===== config.mk =====
export PLATFORM = sky130hd
export DESIGN_NAME = hlc_queue
export DESIGN_NICKNAME = d
export VERILOG_FILES = /design/src/design/hlc_pkg.sv /design/src/design/hlc_queue.sv
export SDC_FILE = /design/constraint.sdc
export NUM_CORES = 1
export LEC_CHECK = 0
export BUFFER_PORTS_ARGS = -buffer_cell sky130_fd_sc_hd__buf_2
export CAP_MARGIN = 20
export CORE_ASPECT_RATIO = 0.7
export CORE_MARGIN = 2
export CORE_UTILIZATION = 50
export CTS_BUF_LIST = sky130_fd_sc_hd__clkbuf_8
export DETAILED_ROUTE_END_ITERATION = 6
export PLACE_DENSITY = 0.71
export SYNTH_ARGS = -nofsm -noshare
export SYNTH_HDL_FRONTEND = slang
export SYNTH_SLANG_ARGS = --single-unit
export TNS_END_PERCENT = 10

===== constraint.sdc =====
create_clock -name clock -period 2.4 [get_ports clock]
set_clock_uncertainty 0.1 [all_clocks]
set_input_delay 0.24 -clock clock [delete_from_list [all_inputs] [get_ports clock]]
set_output_delay 0.24 -clock clock [all_outputs]
set_load 0.1 [all_outputs]

===== src/design/hlc_pkg.sv =====
`timescale 1ns / 1ps
// Package with shared constants, types and register codes for the line clipper.
package hlc_pkg;
   localparam int COORD_BITS_DEF = 32;
   localparam int FRAC_BITS_DEF = 16;
   localparam int PARAM_FRAC_BITS_DEF = 16;
   localparam int MIN_DEN_BITS = 31;
   localparam int PLANES = 6;
   localparam int CSR_ADDR_BITS = 3;
   localparam logic [CSR_ADDR_BITS-1:0] CSR_MIN_DEN = 3'd0;
   localparam int QUEUE_DEPTH = 4;

   typedef struct packed {
      logic push;
      logic pop;
   } hlc_queue_ctl_type;
endpackage


===== src/design/hlc_queue.sv =====
`timescale 1ns / 1ps
// Short register queue between the front and the back parts.
module hlc_queue #(
   parameter int WIDTH = 8,
   parameter int DEPTH = hlc_pkg::QUEUE_DEPTH
) (
   input  logic clock,
   input  logic reset,
   input  hlc_pkg::hlc_queue_ctl_type ctl,
   input  logic [WIDTH-1:0] wr_data,
   output logic [WIDTH-1:0] rd_data,
   output logic not_empty
);
   import hlc_pkg::*;
   localparam int AW = $clog2(DEPTH);
   logic [WIDTH-1:0] mem_ff [DEPTH];
   logic [AW-1:0] wp_ff, rp_ff;
   logic [AW:0] cnt_ff;

   always_ff @(posedge clock) begin
      if (reset) begin
         wp_ff <= '0;
         rp_ff <= '0;
         cnt_ff <= '0;
      end else begin
         if (ctl.push) wp_ff <= wp_ff + 1'b1;
         if (ctl.pop) rp_ff <= rp_ff + 1'b1;
         cnt_ff <= cnt_ff + (AW+1)'(ctl.push) - (AW+1)'(ctl.pop);
      end
      if (ctl.push) mem_ff[wp_ff] <= wr_data;
   end

   assign rd_data = mem_ff[rp_ff];
   assign not_empty = (cnt_ff != '0);
endmodule


==> results of run 1 <==
flip-flops by register name, indices dropped and copies added, names as in the netlist, named ones only:
name and count:
rp_ff 2, cnt_ff 3, wp_ff 2, mem_ff 32
cell type report:
type                       count  share of cell area (%)
sequential                    41                    61.7
multi-input combinational     34                    22.2
timing repair buffer          21                    5.81
clock buffer                   6                    4.46
tap                           38                    2.57
clock inverter                 2                    2.03
inverter                       6                    1.22
where the power goes:
group | internal [W] | switching (W) | leakage [nW] | total [W]
registers | 0.000815 | 0.0000258 | 0.368 | 0.000841
logic | 0.000111 | 0.000278 | 0.260 | 0.000389
clock network | 0.000338 | 0.000224 | 0.0574 | 0.000562
total | 0.00126 | 0.000527 | 0.686 | 0.00179
worst max-delay path, cell delays in order (launching register included):
cell                      delay [ns]
sky130_fd_sc_hd__dfxtp_1        0.46
sky130_fd_sc_hd__buf_4          0.22
sky130_fd_sc_hd__mux4_2         0.50
sky130_fd_sc_hd__buf_2          0.31
how the worst max path moves through the flow:
stage	end	depth (start not counted)	startpoint	slack, ns
global route	rd_data[4]	3	flop	0.16
global placement	rd_data[4]	3	flop	0.55
CTS	rd_data[4]	3	flop	0.23
finish	rd_data[4]	3	flop	0.28
floorplan	cnt_ff[2]	7	cnt_ff[0]	0.65
detailed placement	rd_data[4]	3	flop	0.55
placed cells by master, fill, tap and decap left out:
master	netlist	final
sky130_fd_sc_hd__clkbuf_8	0	6
sky130_fd_sc_hd__or3_1	1	1
sky130_fd_sc_hd__dfxtp_1	9	9
sky130_fd_sc_hd__inv_1	6	6
sky130_fd_sc_hd__clkinvlp_4	0	1
sky130_fd_sc_hd__ha_1	6	6
sky130_fd_sc_hd__a21oi_1	1	1
sky130_fd_sc_hd__nand3b_1	1	1
sky130_fd_sc_hd__fa_1	1	1
sky130_fd_sc_hd__buf_2	0	20
sky130_fd_sc_hd__xnor2_1	2	2
sky130_fd_sc_hd__and2_1	4	4
sky130_fd_sc_hd__nor2_1	5	5
sky130_fd_sc_hd__edfxtp_1	32	32
sky130_fd_sc_hd__buf_4	0	1
sky130_fd_sc_hd__mux2i_1	1	1
sky130_fd_sc_hd__bufinv_16	0	1
sky130_fd_sc_hd__a21bo_2	1	1
sky130_fd_sc_hd__xor3_1	1	1
sky130_fd_sc_hd__nor2b_1	2	2
sky130_fd_sc_hd__mux4_2	8	8
routing by layer:
| metal | part of all wire, % | wire [um] |
|---|---|---|
| met5 | 0 | 0 |
| met4 | 0.72 | 16 |
| met3 | 4.6 | 103 |
| met2 | 49 | 1100 |
| met1 | 46 | 1020 |
per-stage QoR:
stage / area (sq um) / hold slack [ns] / total power (W)
after floorplan: 1590 / 0.212 / 0.00119
after global placement: 1730 / 0.351 / 0.00124
after detailed placement: 1730 / 0.359 / 0.00125
after CTS: 1850 / 0.0577 / 0.00181
after global routing: 1850 / 0.0499 / 0.00187
final: 1850 / 0.0658 / 0.00179
cell families after synthesis:
kind of cell / Yosys count / synth area share, %
flip-flops: 41 / 71.7
AND/OR/NAND/NOR: 13 / 4.40
multiplexers: 9 / 11.9
buffers and inverters: 8 / 2.44
adder cells (fa/ha/maj): 7 / 5.97
XOR/XNOR: 3 / 2.59
AO/OA/AOI/OAI: 2 / 0.943
==> reports/qor.yml, run 1 <==
status: "finished, final reports clean"
post_synth_arst_share_pct: 0
timing.critical_path.arrival_ns: 1.78
drv_slew: 0
num_vias: 756
hold_violations: 0
synth_enable_flop_cells: 32
synthDistinctLibCells: 18
synth_top_area_cell: "sky130_fd_sc_hd__edfxtp_1"
cellLeakagePower_nw: 0.686
post_cts.repair.setup_buffers: 0
globalRoute.busiestLayer: "met2"
initial_utilization_pct: 51.6
vias_per_std_cell: 5.11
design.die.area_sq_um: 3660
r2r-end: "cnt_ff[2]"
grt_first_pass_wirelength_mm: 3.48
drc: 0
r2r_slack_ns: 0.58
worstRegToRegCells: 7
postCtsHoldBufs: 0
timing.rr.start: "cnt_ff[0]"
synth.cell_area_sq_um: 1590
hold_path.class: "in2reg"
timing.critical_path.to_type: "primary output"
post_route_cells_drive_above_1_share_pct: 34.5
grt_use_met1_pct: 17.4
ys.flop_type: "sky130_fd_sc_hd__edfxtp_1"
syn_area_per_cell_sq_um: 19.2
tns_setup_ns: 0
criticalPathCategory: "reg2out"
clock_path_buffers: 2
cts.clk_slew.worst_paths_ns: 0.08
finalCritPeriodShare_pct: 88.2
yosys.cell_count.top_type: "sky130_fd_sc_hd__edfxtp_1"
fillerInstances: 219
wire_per_inst_um: 15.1
power_per_cell_area_nw_per_um2: 968
post_route_setup_slack_ns: 0.284
coreArea_sq_um: 3080
final-setup-viol-count: 0
gpl.final_weighted_congestion: 0.633
post-route-min-period_ns: 2.12
dp_slack_ns: 0.548
first_global_vias: 713
final-seq-area_sq_um: 1140
detail-route-antenna-nets: 0
grtUsageMet3_pct: 7.30
globalRouteMet2Util_pct: 21.6
antennaDiodeCount: 0
drt_pass1_iterations: 2
ys_seq_area_share_pct: 71.7
clock.fmax_mhz: 473
slew_at_the_pin_with_the_worst_max_slew_slack_ns: 0.486
drt-initial-drc-count: 48
netlist_top_cells_count: "sky130_fd_sc_hd__edfxtp_1, sky130_fd_sc_hd__dfxtp_1, sky130_fd_sc_hd__mux4_2"
timing.critical_path.fanout_max: 5
grt_start_max_net_pins: 14
worst_hold_startpoint: "wr_data[1]"
wl_mm: 2.23
dieHeight_um: 51.2
total_nets_after_synthesis: 102
fin_nets: 128
insertion_delay_to_the_later_sink_of_the_worst_skew_pair_ns: 0.28
synthesis.instances: 83
hold-path-endpoint: "mem_ff[1][1]"
grt_overflow: 0
cts_resized: 0
tritoncts.num_buffers: 5
grt_usage_pct: 14.1
stdcell_count: 148
synth-seq-cells: 41
placed_cells_incl_taps: 140
slew_hr_pct: 67.8
io_buffer_count: 20
core.rowCount: 17
die_w_um: 71.4
timing.hold.worst_path_depth: 1
hpwlAfterDp_mm: 1.57
clock_tree.htree_level_count: 2
synth_area_leaders: "sky130_fd_sc_hd__edfxtp_1, sky130_fd_sc_hd__dfxtp_1, sky130_fd_sc_hd__mux4_2"
cts_tree: "done"
synth.yosys.warnings: 0
grt_setup_unrepaired: "false"
synth_top_cell_area_share_pct: 60.4
cts.sink_count: 41
final_core_util_pct: 60.0
num_io_pins: 21
power.ir.vdd_worst_mv: 0.615
cts_root_buf: "sky130_fd_sc_hd__clkbuf_8"
max_cap_violations: 0
antenna_found_initial: 0
critPathLaunchType: "flop"
multiInputGateArea_sq_um: 412
required_ns: 2.06
syn_to_final_growth_pct: 16.3
(Power assumes the default switching activity.)
==> inputs of run 2 (changes only) <==
--- a/config.mk
+++ b/config.mk
@@ -7,12 +7,14 @@
 export LEC_CHECK = 0
 export BUFFER_PORTS_ARGS = -buffer_cell sky130_fd_sc_hd__buf_2
 export CAP_MARGIN = 20
+export CELL_PAD_IN_SITES_DETAIL_PLACEMENT = 0
+export CELL_PAD_IN_SITES_GLOBAL_PLACEMENT = 2
 export CORE_ASPECT_RATIO = 0.7
 export CORE_MARGIN = 2
-export CORE_UTILIZATION = 50
+export CORE_UTILIZATION = 44
 export CTS_BUF_LIST = sky130_fd_sc_hd__clkbuf_8
 export DETAILED_ROUTE_END_ITERATION = 6
-export PLACE_DENSITY = 0.71
+export PLACE_DENSITY_LB_ADDON = 0.1
 export SYNTH_ARGS = -nofsm -noshare
 export SYNTH_HDL_FRONTEND = slang
 export SYNTH_SLANG_ARGS = --single-unit
==> run 2 against run 1 <==
Compared with the run above:
- non-clock buffer count unchanged
- global-route usage decreased by 1.3 points
- core utilization decreased by 7.4 points
- cell area decreased by 0.81%
- clock power decreased by 23%
- critical endpoint unchanged
- largest power group unchanged
==> reports/qor.yml, run 2 (synthesized netlist as in run 1, its figures left out) <==
clock.fmax_mhz: 485
tns_setup_ns: 0
power_per_cell_area_nw_per_um2: 906
worst_slack_on_hold_paths_ns: 0.0682
slew_hr_pct: 67.9
vias_per_std_cell: 4.51
cts_resized: 0
max_cap_violations: 0
post_route_cells_drive_above_1_share_pct: 32.7
clock_tree.htree_level_count: 2
io_buffer_count: 20
commonest_non_fill_non_tap_cells_in_the_layout: "sky130_fd_sc_hd__edfxtp_1, sky130_fd_sc_hd__buf_2, sky130_fd_sc_hd__dfxtp_1, sky130_fd_sc_hd__inv_1, sky130_fd_sc_hd__mux4_2"
final_core_util_pct: 52.6
insertion_delay_to_the_later_sink_of_the_worst_skew_pair_ns: 0.28
cts_tree: "done"
cts.sink_count: 41
grt_start_max_net_pins: 13
grt_overflow: 0
final-setup-viol-count: 0
cts_root_buf: "sky130_fd_sc_hd__clkbuf_8"
hold_violations: 0
biggestRegsByFlops: "mem_ff x32, cnt_ff x3"
drt-initial-drc-count: 39
timing.critical_path.to_type: "primary output"
required_ns: 2.06
post_route_setup_slack_ns: 0.337
clock_path_buffers: 2
tritoncts.num_buffers: 5
grt_usage_pct: 12.8
num_io_pins: 21
wire_per_inst_um: 14.0
drc: 0
critPathLaunchType: "flop"
wl_mm: 2.23
cellLeakagePower_nw: 0.682
hold_path.class: "in2reg"
power.ir.vdd_worst_mv: 0.306
post-route-min-period_ns: 2.06
hpwlAfterDp_mm: 1.59
grt_first_pass_wirelength_mm: 3.43
post_cts.repair.setup_buffers: 0
gpl.final_weighted_congestion: 0.720
fin_nets: 128
dieHeight_um: 54.3
cts.clk_slew.worst_paths_ns: 0.07
antennaDiodeCount: 0
antenna_found_initial: 0
drt_pass1_iterations: 4
dp_slack_ns: 0.542
mostFrequentLayoutCell: "sky130_fd_sc_hd__edfxtp_1"
finalCritPeriodShare_pct: 86.0
status: "finished, final reports clean"
registers.top_by_ff_count: "mem_ff"
die_w_um: 75.9
design.die.area_sq_um: 4120
timing.critical_path.fanout_max: 6
first_global_vias: 708
drv_slew: 0
grt_setup_unrepaired: "false"
initial_utilization_pct: 45.6
postCtsHoldBufs: 0
timing.critical_path.arrival_ns: 1.72
core.rowCount: 18
criticalPathCategory: "reg2out"
detail-route-antenna-nets: 0
largest_register_ffs: 32
syn_to_final_growth_pct: 15.3
num_vias: 721
slew_at_the_pin_with_the_worst_max_slew_slack_ns: 0.485
coreArea_sq_um: 3490
## run 2: cell count changes in the layout (fill, tap and decap cells not counted), sizes merged
cell      before  now
inv            6    8
bufinv         1    0
clkinvlp       1    0
## run 2: cell type report
cell class / instances / area, sq um
flip-flops and latches: 41 / 1140
inverters: 6 / 22.5
repair buffers: 21 / 108
multi-input cells: 34 / 412
clock buffers: 6 / 82.6
fillers: 305 / 1660
clock inverters: 2 / 7.51
well taps: 50 / 62.6
## run 2: power by group
group / internal, W / switching, W / leakage [nW] / total, W
Clock: 0.000226 / 0.000207 / 0.0538 / 0.000433
Sequential: 0.000816 / 0.0000250 / 0.368 / 0.000841
Combinational: 0.000111 / 0.000279 / 0.260 / 0.000390
Total: 0.00115 / 0.000511 / 0.682 / 0.00166
## run 2: path summary, 6_finish.rpt
kind                    from            to  slack (ns)  cells past startpoint
setup / recovery        flop    rd_data[4]        0.34                      3
hold reg to reg     rp_ff[1]          flop        0.44                      2
hold / removal    wr_data[2]  mem_ff[0][2]        0.07                      1
setup reg to reg   cnt_ff[0]     cnt_ff[2]        0.56                      7
## run 2: routing by layer
layer,part of all wire (%),global-route usage (%),up-vias
met1,49,16.9,344
met5,0,0,-
met3,4.3,5.16,4
li1,-,-,359
met2,46,18.4,14
met4,0.85,6.14,0
## run 2: stage by stage
stage / instances / power (W) / instance area [sq um]
floorplan: 83 / 0.00119 / 1590
detailed placement: 152 / 0.00125 / 1750
finish: 160 / 0.00166 / 1840
global placement: 152 / 0.00125 / 1750
CTS: 160 / 0.00169 / 1840
global route: 160 / 0.00174 / 1840
## run 2: critical path, cell delays in order, from the launching register on
cell and delay [ns]:
sky130_fd_sc_hd__dfxtp_1 0.41, sky130_fd_sc_hd__buf_4 0.22, sky130_fd_sc_hd__mux4_2 0.51, sky130_fd_sc_hd__buf_2 0.30
