**config.mk**
```make
export PLATFORM = sky130hd
export DESIGN_NAME = hlc_front
export DESIGN_NICKNAME = d
export VERILOG_FILES = /design/src/design/hlc_pkg.sv /design/src/design/hlc_front.sv
export SDC_FILE = /design/constraint.sdc
export NUM_CORES = 1
export LEC_CHECK = 0
export BUFFER_PORTS_ARGS = -buffer_cell sky130_fd_sc_hd__buf_2
export CORE_AREA = 2 2 356 358
export DETAILED_ROUTE_END_ITERATION = 6
export DIE_AREA = 0 0 358 360
export HOLD_SLACK_MARGIN = 0.08
export PLACE_DENSITY_LB_ADDON = 0.3
export SLEW_MARGIN = 15
export SYNTH_ARGS = -nofsm -noshare
export SYNTH_HDL_FRONTEND = slang
export SYNTH_SLANG_ARGS = --single-unit
export TNS_END_PERCENT = 50
```
**constraint.sdc**
```tcl
create_clock -name clock -period 8.52 [get_ports clock]
set_input_delay 1.704 -clock clock [delete_from_list [all_inputs] [get_ports clock]]
set_output_delay 1.704 -clock clock [all_outputs]
set_load 0.02 [all_outputs]
```
**src/design/hlc_pkg.sv**
```systemverilog
`timescale 1ns / 1ps
// Package with shared constants, types and register codes for the line clipper.
package hlc_pkg;
   localparam int COORD_BITS_DEF = 32;
   localparam int FRAC_BITS_DEF = 16;
   localparam int PARAM_FRAC_BITS_DEF = 16;
   localparam int MIN_DEN_BITS = 31;
   localparam int PLANES = 6;
   localparam int CSR_ADDR_BITS = 3;
   localparam logic [CSR_ADDR_BITS-1:0] CSR_MIN_DEN = 3'd0;
   localparam int QUEUE_DEPTH = 4;

   typedef struct packed {
      logic push;
      logic pop;
   } hlc_queue_ctl_type;
endpackage

```
**src/design/hlc_front.sv**
```systemverilog
`timescale 1ns / 1ps
// Front part: computes plane distances of both ends and registers both end points.
module hlc_front #(
   parameter int COORD_BITS = hlc_pkg::COORD_BITS_DEF
) (
   input  logic clock,
   input  logic reset,
   input  logic in_valid,
   input  logic signed [COORD_BITS-1:0] sx, sy, sz, sw, ex, ey, ez, ew,
   output logic out_valid,
   output logic signed [COORD_BITS+1:0] da [6],
   output logic signed [COORD_BITS+1:0] db [6],
   output logic [4*COORD_BITS-1:0] ps_out,
   output logic [4*COORD_BITS-1:0] pe_out
);
   import hlc_pkg::*;
   localparam int DW = COORD_BITS + 2;
   logic valid_ff;
   logic signed [DW-1:0] da_ff [6];
   logic signed [DW-1:0] db_ff [6];
   logic [4*COORD_BITS-1:0] ps_ff, pe_ff;
   logic signed [DW-1:0] s_ext [4];
   logic signed [DW-1:0] e_ext [4];

   always_comb begin
      s_ext[0] = DW'(sx); s_ext[1] = DW'(sy); s_ext[2] = DW'(sz); s_ext[3] = DW'(sw);
      e_ext[0] = DW'(ex); e_ext[1] = DW'(ey); e_ext[2] = DW'(ez); e_ext[3] = DW'(ew);
   end

   always_ff @(posedge clock) begin
      if (reset) begin
         valid_ff <= 1'b0;
      end else begin
         valid_ff <= in_valid;
      end
      for (int k = 0; k < 3; k++) begin
         da_ff[2*k]   <= s_ext[3] + s_ext[k];
         da_ff[2*k+1] <= s_ext[3] - s_ext[k];
         db_ff[2*k]   <= e_ext[3] + e_ext[k];
         db_ff[2*k+1] <= e_ext[3] - e_ext[k];
      end
      ps_ff <= {sw, sz, sy, sx};
      pe_ff <= {ew, ez, ey, ex};
   end

   assign out_valid = valid_ff;
   assign da = da_ff;
   assign db = db_ff;
   assign ps_out = ps_ff;
   assign pe_out = pe_ff;
endmodule

```
==> results.txt, run 1 <==
Pwr per Cell Area - 246 nW/um2
Critical path cell sequence - buf_2 > inv_1 > fa_1 > nor2b_1 > o21ai_0 > a21oi_1 > o211ai_1 > a31o_2 > a2111oi_2 > nor3_1 > o21bai_1 > a21oi_1 > xnor2_1
Row Count - 130
Max Freq - 216 MHz
Die Y - 360 um
Top cells by count, synth - dfxtp_1, nor2_1, ha_1
IO Count - 924
CTS tree - yes
Core box area - 125,000 um2
First drt pass iteration count - 4
HPWL Detailed - 106,000 um
Post-layout min period - 4.63 ns
Synthesized cell area - 32,900 um2
DR vias/cell - 4.62
Cells after synthesis - 3,667
Die area - 129,000 um2
DIE WIDTH - 358 um
Top-area cell type share of the netlist area - 39.4%
Starting DRT DRC Count - 1,411
Most used DFF post-synth - dfxtp_1
Status - complete, no violations
Residual DRC count - 0
CTS Buf Count - 78
EDFF count, synth - 0
Final Wtd Congestion - 0.898
Deepest clock path buffer count - 3
Synthesis-stage register bit count - 647
Fin. max-slew vios - 0
Fill cells - 13,160
Max H-tree Level - 3
Setup Buffers After CTS - 0
Critical Path Fanout Max - 11
Startpoint Class - primary input
Clk sinks - 647
Max-Cap Viols - 0
DR vias - 28,795
Clock transition at path regs - 0.06 ns
Most frequent cell on the critical path - a21oi_1
Leakage Power - 0.0198 uW
Total GRT Usage - 19.1%
Clock root buffer - clkbuf_16
Area Overhead vs Synth - 26.8%
Vias in the first global route - 29,124
Sequential fraction of the synthesis area - 39.4%
CTS hold repair buffers - 0
Placement Cell Area - 38,900 um2
# nets final - 5,175
Synth warnings - 0
Initial Utilization - 26.3%
Largest area contributor in the netlist - dfxtp_1
First-pass GRT wire length - 184,000 um
Final Cell Area - 41,700 um2
Worst slew pin tran - 0.940 ns
Post_cts resized - 0
# setup viols final - 0
Worst Path Required - 9.07 ns
Antenna violations before repair - 14
IO buf count - 923
Largest cells by area after synthesis - dfxtp_1, ha_1, xnor2_1
Routed Antenna Nets - 0
Placed Instances - 6,090
Global route overflow - 0
Worst EP arrival - 5.18 ns
CP Capture Type - register
Final Hold Fails - 0
Avg Synthesized Cell Area - 8.96 um2
Layout cells sized above 1 - 24.0%
Peak supply drop - 0.165 mV
Hold_ws - 1.16 ns
Worst setup path class - primary input to register
Setup_tns - 0 ns
Syn nets - 4,322
Routed wire per std cell - 20.5 um
Setup slack after layout - 3.89 ns
Async set-reset flop share out of synthesis - 0%
Critical-path top delay cell - a2111oi_2
Largest net degree at the start of global routing - 15
Count leader, synth - dfxtp_1
Setup WS pre-CTS - 3.17 ns
Worst Hold Class - primary input to register
Slew headroom - 36.8%
Crit share post-route - 54.4%
RSZ-0062 raised after global routing - false
Max stage delay on crit path - 0.49 ns
Routed WL - 128,000 um
Non-Filler Instances - 6,237
Netlist cell types - 87
[logic make-up after synthesis]
| group | count (synthesis) | share of synthesized area (%) |
|---|---|---|
| mux | 2 | 0.0609 |
| xor+xnor | 322 | 8.59 |
| simple gates | 840 | 12.0 |
| fa+ha+maj | 396 | 15.4 |
| buf+inv | 539 | 6.47 |
| flops | 647 | 39.4 |
| compound gates | 921 | 18.1 |
[power by group]
part | switching, uW | internal [uW]
sequential | 172 | 3500
combinational | 2000 | 983
clock | 1410 | 2170
total | 3580 | 6660
[cell usage in the layout, fill, tap and decap left out, types with 9 or more instances in the layout]
cell / n
a211o_1: 9
a211oi_1: 26
a21boi_0: 14
a21o_1: 74
a21oi_1: 333
a311oi_1: 12
a31oi_1: 23
and2_1: 9
and3_1: 17
buf_2: 923
bufinv_16: 11
clkbuf_1: 12
clkbuf_16: 79
clkbuf_8: 14
clkinv_2: 12
dfxtp_1: 647
fa_1: 12
ha_1: 384
inv_1: 382
nand2_1: 101
nand2b_1: 52
nand3_1: 46
nand4_1: 20
nor2_1: 395
nor2b_1: 49
nor3_1: 67
nor4_1: 24
o211ai_1: 18
o21a_1: 34
o21ai_0: 146
o21bai_1: 71
o221ai_1: 13
o22ai_1: 9
o311ai_0: 9
o31a_1: 10
o31ai_1: 28
or2_2: 11
or3_1: 21
xnor2_1: 268
xor2_1: 54
[metal layers]
layer | up-vias | share of wire, % | global-route usage (%)
met3 | 217 | 6.4 | 4.46
li1 | 14103 | - | -
met1 | 13500 | 38 | 20.3
met2 | 967 | 51 | 35.4
met5 | - | 0.037 | 0
met4 | 8 | 4.4 | 8.75
[state kept, by name, summed over array words and instances (netlist names)]
name       count
da           195
db           195
pe_out       128
ps_out       128
out_valid      1
[path summary, 6_finish.rpt]
kind | startpoint | to | cells after the start
max | sw[1] | da[30] | 13
min | ex[2] | pe_out[2] | 1
[metrics by stage]
stage          power, uW  util [%]
2_1_floorplan       5510         -
3_3_place_gp        6750      31.1
3_5_place_dp        6740      31.1
4_1_cts            10400      33.3
5_1_grt            10700      33.3
6_report           10200      33.4
[worst max-delay path: cells and delay by family]
kind	cells	cell delay, ns
AOI/OAI and AO/OA	7	2.10
and+or+nand+nor	2	0.25
buffers and inverters	2	0.48
adders and majority gates	1	0.47
xor gates and xnor gates	1	0.14
[cell type report]
cell class	instances	area (um2)	area share, %
multi-input combinational	2481	17800	42.7
antenna	4	10.0	0.0240
clock buffer	105	2210	5.32
clock inverter	38	553	1.33
tap	1650	2060	4.96
timing repair buffer	928	4660	11.2
sequential	647	13000	31.1
inverter	384	1440	3.46
No activity file was read; power rests on OpenSTA's default activity.
==> inputs of run 2 (changes only) <==
- clock period: 8.52 -> 4.8 ns (I/O delays scaled with it)
==> run 2 against run 1 <==
Compared with the run above:
- the run now ends with DRC left
- critical path depth shrank 1
- combinational power grew 79%
- non-clock buffer count is 38 higher
- global-route usage increased by 0.20 points
- utilization is 0.069 points higher
- sequential cell count stayed put
- worst setup slack lost 3.2 ns
- clock-buffer cell count is 8 lower
- clock power up 68%
- critical path type unchanged
- critical endpoint is now db[201]
==> results.txt, run 2 (synthesis results as in run 1) <==
Status - complete, but fails checks
Failing checks - DRC
CP Capture Type - register
Area Overhead vs Synth - 27.1%
CTS Buf Count - 76 (-2.6%)
Clock transition at path regs - 0.06 ns (about the same)
Post_cts resized - 0 (unchanged)
Design Power - 17,900 uW (+75%)
Peak supply drop - 0.371 mV (+120%)
Setup WS pre-CTS - -0.00567 ns (-3.18 ns)
Final Hold Fails - 0 (unchanged)
Starting DRT DRC Count - 1,427 (+1.1%)
CTS tree - yes
Worst Path Required - 5.38 ns (-3.69 ns)
P_sw - 6340 uW (+77%)
First drt pass iteration count - 7 (+3)
CTS hold repair buffers - 0 (unchanged)
Max H-tree Level - 3 (unchanged)
Vias in the first global route - 29,065 (-0.20%)
DIE WIDTH - 358 um (unchanged)
Worst EP arrival - 4.70 ns (-0.48 ns)
Max-Cap Viols - 0 (unchanged)
RSZ-0062 raised after global routing - false
Max Freq - 243 MHz
Clk sinks - 647 (unchanged)
Die Y - 360 um (unchanged)
Initial Utilization - 26.3% (unchanged)
Critical-path top delay cell - o311ai_0
Row Count - 130 (unchanged)
Critical path cell sequence - buf_2 > ha_1 > nor2b_1 > o311ai_0 > nor3b_1 > o311ai_0 > and3_1 > o221ai_1 > a221oi_2 > a311oi_1 > a21oi_1 > xor2_1
Combinational Power Share - 29.8% (+0.6 points)
Setup Buffers After CTS - 0 (unchanged)
IO Count - 924 (unchanged)
Pwr per Cell Area - 428 nW/um2 (+74%)
Deepest clock path buffer count - 3 (unchanged)
Crit share post-route - 85.9%
Final Wtd Congestion - 0.924 (+2.9%)
Worst Hold Class - primary input to register
Total GRT Usage - 19.3% (+0.20 points)
# setup viols final - 0 (unchanged)
Routed Antenna Nets - 0 (unchanged)
Most frequent cells in the layout - buf_2, dfxtp_1, nor2_1, ha_1, inv_1
Most frequent cell on the critical path - o311ai_0
Clock root buffer - clkbuf_16
Startpoint Class - primary input
Clock share of power - 33.6% (-1.4 points)
DR vias/cell - 4.61 (about the same)
Most common cell after layout, fill and taps aside - buf_2
Fin. max-slew vios - 0 (unchanged)
First-pass GRT wire length - 186,000 um (+0.66%)
# nets final - 5,211 (+0.70%)
IO buf count - 923 (unchanged)
Routed WL - 130,000 um (+1.5%)
Setup slack after layout - 0.677 ns (-3.21 ns)
Die area - 129,000 um2 (unchanged)
Slew headroom - 39.0% (+2.2 points)
Worst setup path class - primary input to register
DR vias - 28,913 (+0.41%)
Global route overflow - 0 (unchanged)
Critical Path Fanout Max - 10 (-1)
Leakage Power - 0.0199 uW (+0.45%)
Max stage delay on crit path - 0.71 ns (+0.22 ns)
P_int - 11,500 uW (+73%)
Layout cells sized above 1 - 24.5% (+0.54 points)
Largest net degree at the start of global routing - 14 (-1)
Residual DRC count - 2 (+2)
Core box area - 125,000 um2 (unchanged)
Finished Core Util - 33.4% (+0.069 points)
HPWL Detailed - 108,000 um (+1.9%)
Seq pwr share - 36.6% (+0.7 points)
Switch share - 35.5% (+0.48 points)
Routed wire per std cell - 20.7 um (+1.0%)
Antenna violations before repair - 20 (+6)
Post-layout min period - 4.12 ns
Worst slew pin tran - 0.903 ns (-0.0368 ns)
-- run 2: changes by cell type in the layout (fill, tap and decap cells not counted), moves of 2 or more --
cell       before  now
clkbuf_8       14   10
clkinv_4        2    5
clkbuf_16      79   77
bufinv_16      11    8
clkbuf_1       12   10
inv_16          2    0
buf_4           5   43
-- run 2: worst paths after layout --
check | start | endpoint | slack [ns] | cells after the start
setup / recovery | ew[12] | db[201] | 0.68 | 12
hold / removal | sy[26] | ps_out[58] | 0.43 | 1
-- run 2: per-stage QoR --
stage | TNS [ns] | hold WS, ns | instances | area (um2)
after floorplan | 0 | 0.988 | 3667 | 32900
final | 0 | 0.431 | 6266 | 41800
after detailed placement | -0.00567 | 1.10 | 6128 | 39200
after global placement | -0.0275 | 1.09 | 6128 | 39200
after global routing | 0 | 0.393 | 6264 | 41700
after CTS | 0 | 0.358 | 6263 | 41700
-- run 2: area by class of cell --
cell class / count / area [um2]
repair buffers: 966 / 4940
flip-flops and latches: 647 / 13000
clock buffers: 97 / 2100
multi-input cells: 2481 / 17800
diodes: 3 / 7.51
clock inverters: 38 / 469
inverters: 384 / 1440
well taps: 1650 / 2060
fillers: 13141 / 83200
-- run 2: critical path: cells and delay by family --
| kind | cells | cell delay [ns] |
|---|---|---|
| buf+inv | 1 | 0.19 |
| simple gates | 3 | 0.72 |
| xor+xnor | 1 | 0.15 |
| compound gates | 6 | 2.15 |
| fa+ha+maj | 1 | 0.53 |
-- run 2: per-layer routing --
metal	GRT usage, %	up-vias	share of wire, %
met5	0	-	0.042
met3	5.06	180	6.9
met4	6.82	10	3.3
met1	20.3	13633	38
li1	-	14162	-
met2	36.5	928	52
-- run 2: power groups by stage --
stage	clock [uW]	sequential (uW)	combinational [uW]
after floorplan	0	7620	2160
after global placement	0	6670	5390
after detailed placement	0	6670	5360
after CTS	6190	6560	5390
after global routing	6380	6610	5760
final	6000	6550	5340
==> inputs of run 3 (changes only) <==
- ABC_AREA: default -> 1
- CORE_AREA: 2 2 356 358 -> 2 2 365 367
- DIE_AREA: 0 0 358 360 -> 0 0 367 369
- GPL_ROUTABILITY_DRIVEN: default -> 1
==> run 3 against run 2 <==
Compared with the run above:
- the run now ends clean
- global-route usage is 7.0 points higher
- maximum frequency is 55% higher
- routed wire length is 42% higher
- critical path depth stayed put
- final area is 24% higher
- synthesized cell count is 91% higher
- first-iteration DRC count is 150% higher
- combinational power is 15% higher
- largest power group unchanged
==> results.txt, run 3 <==
Status - complete, no violations
Largest net degree at the start of global routing - 15 (+1)
Synthesis-stage register bit count - 647 (unchanged)
Leakage Power - 0.0312 uW (+57%)
Synth warnings - 0 (unchanged)
Starting DRT DRC Count - 3,567 (+150%)
Max Freq - 375 MHz (+55%)
Fin. max-slew vios - 0 (unchanged)
Top-area cell type share of the netlist area - 29.7% (-9.8 points)
Post-layout min period - 2.67 ns (-1.46 ns)
CTS hold repair buffers - 0 (unchanged)
Layout cells sized above 1 - 15.2% (-9.4 points)
Count leader, synth - nand2_1
Clk sinks - 647 (unchanged)
Worst slew pin tran - 0.560 ns (-0.344 ns)
Largest cells by area after synthesis - dfxtp_1, nand2_1, inv_1
CP Capture Point - db[32]
Largest area contributor in the netlist - dfxtp_1
Worst Path Required - 5.36 ns (-0.02 ns)
Core box area - 131,000 um2 (+5.0%)
CP Capture Type - register
Final Cell Area - 51,800 um2 (+24%)
Initial Utilization - 33.3% (+7.0 points)
RSZ-0062 raised after global routing - false
Placement Cell Area - 49,100 um2 (+25%)
Slew headroom - 62.3% (+23 points)
IO buf count - 923 (unchanged)
P_int - 11,400 uW (-1.1%)
Fill cells - 14,390 (+9.5%)
Combinational Power Share - 32.5% (+2.7 points)
Avg Synthesized Cell Area - 6.25 um2 (-30%)
Setup slack after layout - 2.13 ns (+1.46 ns)
Final Hold Fails - 0 (unchanged)
Multiplexer area fraction after synthesis - 0% (-0.061 points)
Final Wtd Congestion - 0.971 (+5.1%)
IO Count - 924 (unchanged)
Pwr per Cell Area - 366 nW/um2 (-15%)
Clock transition at path regs - 0.07 ns (about the same)
Total GRT Usage - 26.3% (+7.0 points)
Clock share of power - 32.8% (-0.8 points)
Sequential fraction of the synthesis area - 29.7% (-9.8 points)
Clock root buffer - clkbuf_16
Setup_tns - 0 ns (unchanged)
Setup crit start - ew[0]
Switch share - 39.7% (+4.3 points)
Routed WL - 185,000 um (+42%)
Synth Area in Simple Gates - 34.2% (+22 points)
Startpoint Class - primary input
Max H-tree Level - 3 (unchanged)
Max-Cap Viols - 0 (unchanged)
Finished Core Util - 39.5% (+6.1 points)
CTS tree - yes
Routed wire per std cell - 19.2 um (-7.4%)
First drt pass iteration count - 6 (-1)
Worst setup path class - primary input to register
EDFF count, synth - 0 (unchanged)
Crit share post-route - 55.5% (-30 points)
Worst Hold Class - primary input to register
Deepest clock path buffer count - 3 (unchanged)
HPWL Detailed - 158,000 um (+46%)
Synthesized cell area - 43,700 um2 (+33%)
Synth Area in Compound Gates - 4.34% (-14 points)
Most used DFF post-synth - dfxtp_1
Setup WS pre-CTS - 1.50 ns (+1.51 ns)
CTS Buf Count - 78 (+2.6%)
Largest family of logic cells by synthesized area - simple AND/OR/NAND/NOR gates
Area Overhead vs Synth - 18.5%
DR vias/cell - 4.64 (+0.52%)
FF+latch area - 13,000 um2 (unchanged)
Peak supply drop - 0.330 mV (-11%)
Worst EP arrival - 3.22 ns (-1.48 ns)
Residual DRC count - 0 (-2)
Cells after synthesis - 6,991 (+91%)
Most common cell after layout, fill and taps aside - nand2_1
Most frequent cells in the layout - nand2_1, inv_1, buf_2, dfxtp_1, nor2_1
Area share of fa/ha/maj cells after synthesis - 11.5% (-3.8 points)
Die Y - 369 um (+2.5%)
Syn nets - 7,646 (+77%)
DIE WIDTH - 367 um (+2.5%)
Seq pwr share - 34.7% (-1.9 points)
Top cells by count, synth - nand2_1, inv_1, dfxtp_1
Async set-reset flop share out of synthesis - 0% (unchanged)
Multi-input logic area - 23,600 um2 (+33%)
Netlist cell types - 27 (-69%)
Antenna violations before repair - 40 (+100%)
# setup viols final - 0 (unchanged)
P_sw - 7530 uW (+19%)
# nets final - 8,460 (+62%)
Post_cts resized - 0 (unchanged)
Critical Path Fanout Max - 6 (-4)
Post-Synth XOR/XNOR Area - 3.85% (-4.7 points)
First-pass GRT wire length - 264,000 um (+43%)
Vias in the first global route - 42,232 (+45%)
DR vias - 44,667 (+54%)
Setup Buffers After CTS - 0 (unchanged)
Global route overflow - 0 (unchanged)
Row Count - 133 (+2.3%)
Die area - 135,000 um2 (+5.1%)
Design Power - 18,900 uW (+5.9%)
Routed Antenna Nets - 0 (unchanged)
run 3: cell count changes in the layout (fill, tap and decap cells not counted), sizes merged, moves of 34 or more:
cell,previous run,this run
nand3,46,324
nor2,395,653
nand4,20,60
o21a,34,0
xor2,54,170
nor2b,50,0
inv,389,1560
nand2b,52,0
buf,966,924
a21o,74,0
a21oi,335,252
o21ai,153,54
nand2,101,2548
xnor2,268,22
run 3: logic make-up after synthesis:
logic type,after synthesis
AO/OA/AOI/OAI,354
adder cells (fa/ha/maj),396
AND/OR/NAND/NOR,3671
flip-flops,647
buffers and inverters,1731
XOR/XNOR,192
run 3: final cells by class:
| cell class | count | share of cell area, % |
|---|---|---|
| repair buffers | 924 | 8.94 |
| multi-input cells | 4613 | 45.5 |
| clock inverters | 53 | 1.10 |
| flip-flops and latches | 647 | 25.0 |
| inverters | 1541 | 11.2 |
| clock buffers | 89 | 4.01 |
| well taps | 1755 | 4.24 |
| diodes | 8 | 0.0387 |
run 3: metal layers:
layer,up-vias,track usage [%],wire [um]
met1,20575,36.4,85900
met2,1613,40.1,77900
met4,10,9.58,7020
li1,22211,-,-
met5,-,0,59
met3,258,5.53,14000
run 3: critical path, cell delays in order:
cell     delay, ns
buf_2         0.28
inv_1         0.30
ha_1          0.32
fa_1          0.43
nor2_1        0.16
o21ai_0       0.11
nand2_1       0.16
nand2_1       0.07
nand2_1       0.16
nand2_1       0.09
nand3_1       0.09
nand2_1       0.06
run 3: power by group through the flow:
stage | Clock [uW] | Sequential, uW | Combinational [uW]
6_report | 6220 | 6570 | 6160
5_1_grt | 6550 | 6620 | 6690
4_1_cts | 6350 | 6580 | 6130
3_5_place_dp | 0 | 6680 | 6110
3_3_place_gp | 0 | 6690 | 6110
2_1_floorplan | 0 | 7500 | 2850
run 3: worst min-delay path by stage:
stage           start          to  depth (start not counted)
6_report        sx[0]   ps_out[0]                          1
5_1_grt         sz[2]  ps_out[66]                          1
4_1_cts         sy[8]  ps_out[40]                          1
3_5_place_dp   ex[31]  pe_out[31]                          1
3_3_place_gp   ez[30]  pe_out[94]                          1
2_1_floorplan   ex[0]   pe_out[0]                          0
run 3: per-stage QoR:
step,std cells,hold slack [ns]
CTS,9622,0.356
detailed placement,9480,1.10
global placement,9480,1.09
floorplan,6991,0.988
global route,9624,0.365
finish,9630,0.408
